[src/rtl/core/div128_pkg.sv]
// types and constants for the 128-by-64 restoring divider
// no dependencies; imported by every module of the divider core
package div128_pkg;

	localparam int unsigned DATA_W  = 64;
	localparam int unsigned DIVD_W  = 2 * DATA_W;
	// one restoring step per pipeline stage
	localparam int unsigned STEPS   = DIVD_W;
	// entry stage, step stages, result register
	localparam int unsigned LATENCY = STEPS + 2;

	localparam logic [1:0] STATUS_OK       = 2'd0;
	localparam logic [1:0] STATUS_DIV_ZERO = 2'd1;
	localparam logic [1:0] STATUS_OVERFLOW = 2'd2;

	typedef struct packed {
		logic [DATA_W-1:0] dividend_high;
		logic [DATA_W-1:0] dividend_low;
		logic [DATA_W-1:0] divisor;
	} div128_in_t;

	typedef struct packed {
		logic [DATA_W-1:0] quotient;
		logic [DATA_W-1:0] remainder;
		logic [1:0]        status;
	} div128_out_t;

	// payload carried from stage to stage
	// bits: dividend bits still to shift in on top, quotient bits collected below
	typedef struct packed {
		logic [DATA_W-1:0] rem;
		logic [DIVD_W-1:0] bits;
		logic [DATA_W-1:0] divisor;
		logic [1:0]        status;
	} div128_stage_t;

endpackage

[src/rtl/core/div128_step.sv]
// one registered restoring division step: shift in a dividend bit, trial subtract
// depends on div128_pkg
module div128_step import div128_pkg::*; (
	input  logic          clk,
	input  logic          arst_n,
	input  logic          vld_in,
	input  div128_stage_t stage_in,
	output logic          vld_out,
	output div128_stage_t stage_out
);

	logic [DATA_W:0]   trial;
	logic [DATA_W+1:0] diff;
	logic              qbit;
	logic              vld_s1;
	div128_stage_t     stage_s1;
	div128_stage_t     stage_nxt;

	// trial subtract of the divisor from the widened partial remainder
	always_comb begin
		trial = {stage_in.rem, stage_in.bits[DIVD_W-1]};
		diff  = {1'b0, trial} - {2'b00, stage_in.divisor};
		qbit  = ~diff[DATA_W+1];
		stage_nxt         = stage_in;
		stage_nxt.rem     = qbit ? diff[DATA_W-1:0] : trial[DATA_W-1:0];
		stage_nxt.bits    = {stage_in.bits[DIVD_W-2:0], qbit};
	end

	// valid bit
	always_ff @(posedge clk or negedge arst_n) begin
		if (!arst_n) begin
			vld_s1 <= 1'b0;
		end else begin
			vld_s1 <= vld_in;
		end
	end

	// payload register
	always_ff @(posedge clk) begin
		stage_s1 <= stage_nxt;
	end

	assign vld_out   = vld_s1;
	assign stage_out = stage_s1;

endmodule

[config.mk]
export PLATFORM = sky130hd
export DESIGN_NAME = div128_step
export DESIGN_NICKNAME = d
export VERILOG_FILES = /design/src/rtl/core/div128_pkg.sv /design/src/rtl/core/div128_step.sv
export SDC_FILE = /design/constraint.sdc
export NUM_CORES = 1
export LEC_CHECK = 0
export ABC_AREA = 1
export BUFFER_PORTS_ARGS = -buffer_cell sky130_fd_sc_hd__buf_2
export CELL_PAD_IN_SITES_DETAIL_PLACEMENT = 0
export CELL_PAD_IN_SITES_GLOBAL_PLACEMENT = 2
export CORE_UTILIZATION = 25
export CTS_BUF_LIST = sky130_fd_sc_hd__clkbuf_8
export CTS_CLUSTER_SIZE = 8
export DETAILED_ROUTE_END_ITERATION = 6
export PLACE_DENSITY_LB_ADDON = 0.1
export SYNTH_ARGS = -nofsm -noshare
export SYNTH_HDL_FRONTEND = slang
export SYNTH_SLANG_ARGS = --single-unit
[constraint.sdc]
create_clock -name clk -period 0.8 [get_ports clk]
set_clock_uncertainty 0.05 [all_clocks]
set_input_delay 0.16 -clock clk [delete_from_list [all_inputs] [get_ports clk]]
set_output_delay 0.16 -clock clk [all_outputs]
set_load 0.02 [all_outputs]
-- After elaboration in Yosys (flattened, before gate mapping)
Index checks and enable logic that the tools add are counted.
- div/mod/pow operators: 0
- multiplexer cells: 1
- magnitude comparators: 0
- shift-type cells: 0
- add/subtract/negate cells: 1
- reduce and logical (&&, ||, !) cells: 0
- multipliers: 0
- equality and inequality tests: 0
- bitwise logic cells: 1
- operators with widths (operator ; count):
    $sub A65 B64 Y66 ; 1
    $mux W64 ; 1
    $not A1 Y1 ; 1
- input port bits: 261
- RAM bits: 0
- bits in latches: 0
- output and inout bits: 259
- memories kept: 0
- memory bits (read-only): 0
- flip-flop bits (word level): 259

-- Depth between registers and ports, before layout
- word-level depth: 2
- mapped depth: 19

-- Worst setup path before layout
Ideal clock, no wire load.
- kind: input -> register
- start: in stage_in[58] (netlist bit)
- end: reg stage_s1 (netlist bit stage_out[249])
- setup time: 113 ps
- stages: 14
- slack: -1091 ps
- path buffers: 2
- arrival time: 1729 ps
- cells stage by stage: inv_1 ha_1 nand2_1 inv_2 a21oi_1 inv_1 o21ai_1 nand3_1 nor2_4 nand2_4 buf_8 buf_12 nand3_2 nand2_1
- RTL lines (item ; line ; source):
    from (decl) ; div128_step.sv:7 ; input div128_stage_t stage_in,
    to (signal assigned) ; div128_step.sv:40 ; stage_s1 <= stage_nxt;
    to (decl) ; div128_step.sv:16 ; div128_stage_t stage_s1;

==> impl_metrics.py <==
metrics = {
    "synthesis": {
        "synth.distinct_cells": 36,
        "seq_area_frac_synth_pct": 42.1,
        "synthesis.nets": 2141,
        "synth-seq-cells": 259,
        "async_reset_ff_share_pct": 0.386,
        "ys.flop_type": "dfxtp_1",
        "avgSynthCellArea_um2": 6.80,
        "syn_inst": 1815,
        "yosys.area.top_type_share_pct": 41.9,
        "syn_area_um2": 12300,
        "synth_top_area_cell": "dfxtp_1",
        "synth-edff-count": 0,
        "yosys-top-cells-count": "nand2_1 (689), inv_1 (374), dfxtp_1 (258), nand3_1 (136), nor2_1 (107)",
        "yosysWarnings": 0,
        "synth_most_common_cell": "nand2_1",
        "synth_area_leaders": "dfxtp_1 (42%), nand2_1 (21%), inv_1 (11%), ha_1 (6.5%), nand3_1 (5.5%)",
    },
    "sta": {
        "hold_viol_final": 12,
        "whs_ns": -0.417,
        "period_share_pct": 199,
        "rsz0062_at_grt": "yes",
        "relSlewSlack_pct": 71.1,
        "setup_ws_ns": -0.791,
        "setup_viol": 324,
        "slew_viol_final": 0,
        "setup-tns-final_ns": -169.43,
        "tightest_slew_ns": 0.430,
        "period_minus_slack_ns": 1.59,
        "fmax_ghz": 0.629,
    },
    "global_routing": {
        "grt_pass1_vias": 15900,
        "track_usage_pct": 26.8,
        "grt_pass1_wl_mm": 98.4,
        "grt.overflow.total": 0,
        "grt_antenna_before_repair": 9,
        "grt_max_degree": 19,
    },
    "power": {
        "clockPowerShare_pct": 29.4,
        "p_sw_mw": 14.9,
        "p_seq_share_pct": 33.7,
        "ir_drop_v": 0.00124,
        "p_int_mw": 29.5,
        "total_power_mw": 44.5,
        "power.leakage_nw": 13.7,
        "pwr-share-comb_pct": 36.9,
        "switching_share_pct": 33.6,
        "power.density_nw_per_um2": 1670,
    },
    "cts": {
        "ctsLongestPathBuffers": 3,
        "cts.clk_slew.worst_paths_ns": 0.05,
        "cts_sinks": 259,
        "h-tree-depth": 2,
        "tritoncts": "yes",
        "cts_buffers": 46,
        "cts_root_buf": "clkbuf_8",
    },
    "routing": {
        "wl_mm": 70.3,
        "drc": 0,
        "wl_met1_mm": 29.4,
        "met3_length_mm": 3.95,
        "highest_layer": "met5",
        "drt_iter0_markers": 617,
        "vias_per_cell": 4.24,
        "num_vias": 15600,
        "drtPass1Iterations": 5,
        "routedWlPerCell_um": 19.1,
        "detail-route-antenna-nets": 0,
        "route.met2.wl_mm": 34.1,
    },
    "worst_setup_path": {
        "startpoint_type": "input pin",
        "crit_slowest_cell": "ha_1",
        "cp-end-kind": "flip-flop",
        "cp_common_cell": "nand2_2",
        "cp.required_ns": 1.29,
        "worst_path_largest_cell_delay_ns": 0.31,
        "crit_family": "buffers and inverters",
        "crit_arrival_ns": 2.08,
        "cp_cell_sequence": "buf_2, inv_1, ha_1, nand2_2, nor2_4, nand2_2, inv_2, nand2_2, a21oi_4, nor2_4, buf_6, buf_8, buf_12, buf_16, nand3_2, nand2_1",
        "critPathMaxFanout": 7,
        "worstSetupPathType": "input pin to flip-flop",
        "path_buf_inv": 7,
    },
    "placed_design": {
        "io_buffers": 519,
        "hpwl_mm": 52.3,
        "finalWeightedCongestion": 0.892,
    },
    "floorplanning": {
        "die_x_um": 224,
        "initial_utilization_pct": 25.2,
        "dieArea_um2": 50200,
        "core-area_um2": 48800,
        "fp.dieH_um": 224,
        "ios": 520,
        "rows": 81,
    },
    "layout": {
        "fin_nets": 3301,
        "fill_cells": 4671,
        "synthToLayoutAreaGrowth_pct": 115,
        "drive_gt1_share_pct": 54.7,
    },
    "job": {
        "max_cap_violations": 0,
    },
    "status": {
        "violations": "negative hold slack, negative setup slack",
        "status": "finished with violations",
    },
    "hold_path": {
        "hold_path.class": "input pin to flip-flop",
    },
}
==> state kept, by name (all words and copies together), names as in the netlist <==
register / cells
stage_out: 258
vld_out: 1
==> routing by layer <==
metal | GRT usage, % | vias to the layer above
li1 | - | 7774
met1 | 32.1 | 7192
met2 | 46.9 | 497
met3 | 5.36 | 127
met4 | 9.70 | 4
met5 | 0.684 | -
==> what timing repair did <==
item / CTS / global route
hold buffers: 238 / 15
cloned: 12 / 3
pin swaps: 49 / 68
hold endpoints to repair: 259 / 23
buffers inserted: 53 / 12
resized for setup: 464 / 873
setup endpoints to repair: 324 / 324
==> cells in the final DEF (no fill, tap or decap), drive strengths merged, types with 45 or more instances in the layout <==
| cell | Yosys | final |
|---|---|---|
| nand2 | 695 | 696 |
| inv | 383 | 402 |
| nor2 | 118 | 118 |
| dfxtp | 258 | 258 |
| buf | 13 | 875 |
| clkbuf | 7 | 57 |
| ha | 64 | 64 |
| a21oi | 45 | 45 |
| dlygate4sd3 | 0 | 253 |
| nand3 | 147 | 147 |
==> kinds of logic (layout without fill, tap and decap cells) <==
logic type | Yosys count | count (layout) | synth area share [%]
simple gates | 1005 | 1006 | 34.1
buf+inv | 404 | 1594 | 12.8
flops | 259 | 259 | 42.1
fa+ha+maj | 65 | 65 | 6.65
compound gates | 51 | 51 | 2.15
xor+xnor | 31 | 31 | 2.20
other cells | 0 | 6 | 0
==> power groups by stage <==
| stage | sequential [mW] | combinational (mW) | clock [mW] |
|---|---|---|---|
| 2_1_floorplan | 16.2 | 4.32 | 0 |
| 3_3_place_gp | 14.7 | 11.6 | 0 |
| 3_5_place_dp | 14.7 | 11.6 | 0 |
| 4_1_cts | 14.5 | 14.7 | 13.4 |
| 5_1_grt | 15.1 | 17.6 | 14.0 |
| 6_report | 15.0 | 16.4 | 13.1 |
==> metrics by stage <==
stage / util (%) / setup WS (ns) / hold slack [ns] / cells / cell area, um^2
after CTS: 49.2 / -0.689 / -0.471 / 3649 / 24100
after detailed placement: 37.7 / -1.63 / -0.111 / 3267 / 18400
final: 54.4 / -0.791 / -0.417 / 3676 / 26600
after global routing: 54.4 / -0.818 / -0.455 / 3675 / 26600
after global placement: 37.7 / -1.67 / -0.108 / 3267 / 18400
after floorplan: - / -0.994 / -0.186 / 1815 / 12900
==> cell type report <==
| cell class | count | area (um^2) | share of cell area, % |
|---|---|---|---|
| sequential | 259 | 5510 | 20.8 |
| inverter | 384 | 1450 | 5.46 |
| antenna | 6 | 15.0 | 0.0565 |
| clock buffer | 54 | 743 | 2.80 |
| multi-input combinational | 1153 | 7770 | 29.2 |
| timing repair buffer | 1131 | 10000 | 37.8 |
| tap | 664 | 831 | 3.13 |
| clock inverter | 25 | 198 | 0.744 |
==> worst paths after layout <==
path	start	to	cells past startpoint
worst min-delay path	stage_in[10]	stage_out[10]	1
min in group asynchronous	arst_n	vld_out	3
worst max-delay path	stage_in[47]	stage_out[244]	16
max in group asynchronous	arst_n	vld_out	3
(Power assumes the default switching activity.)
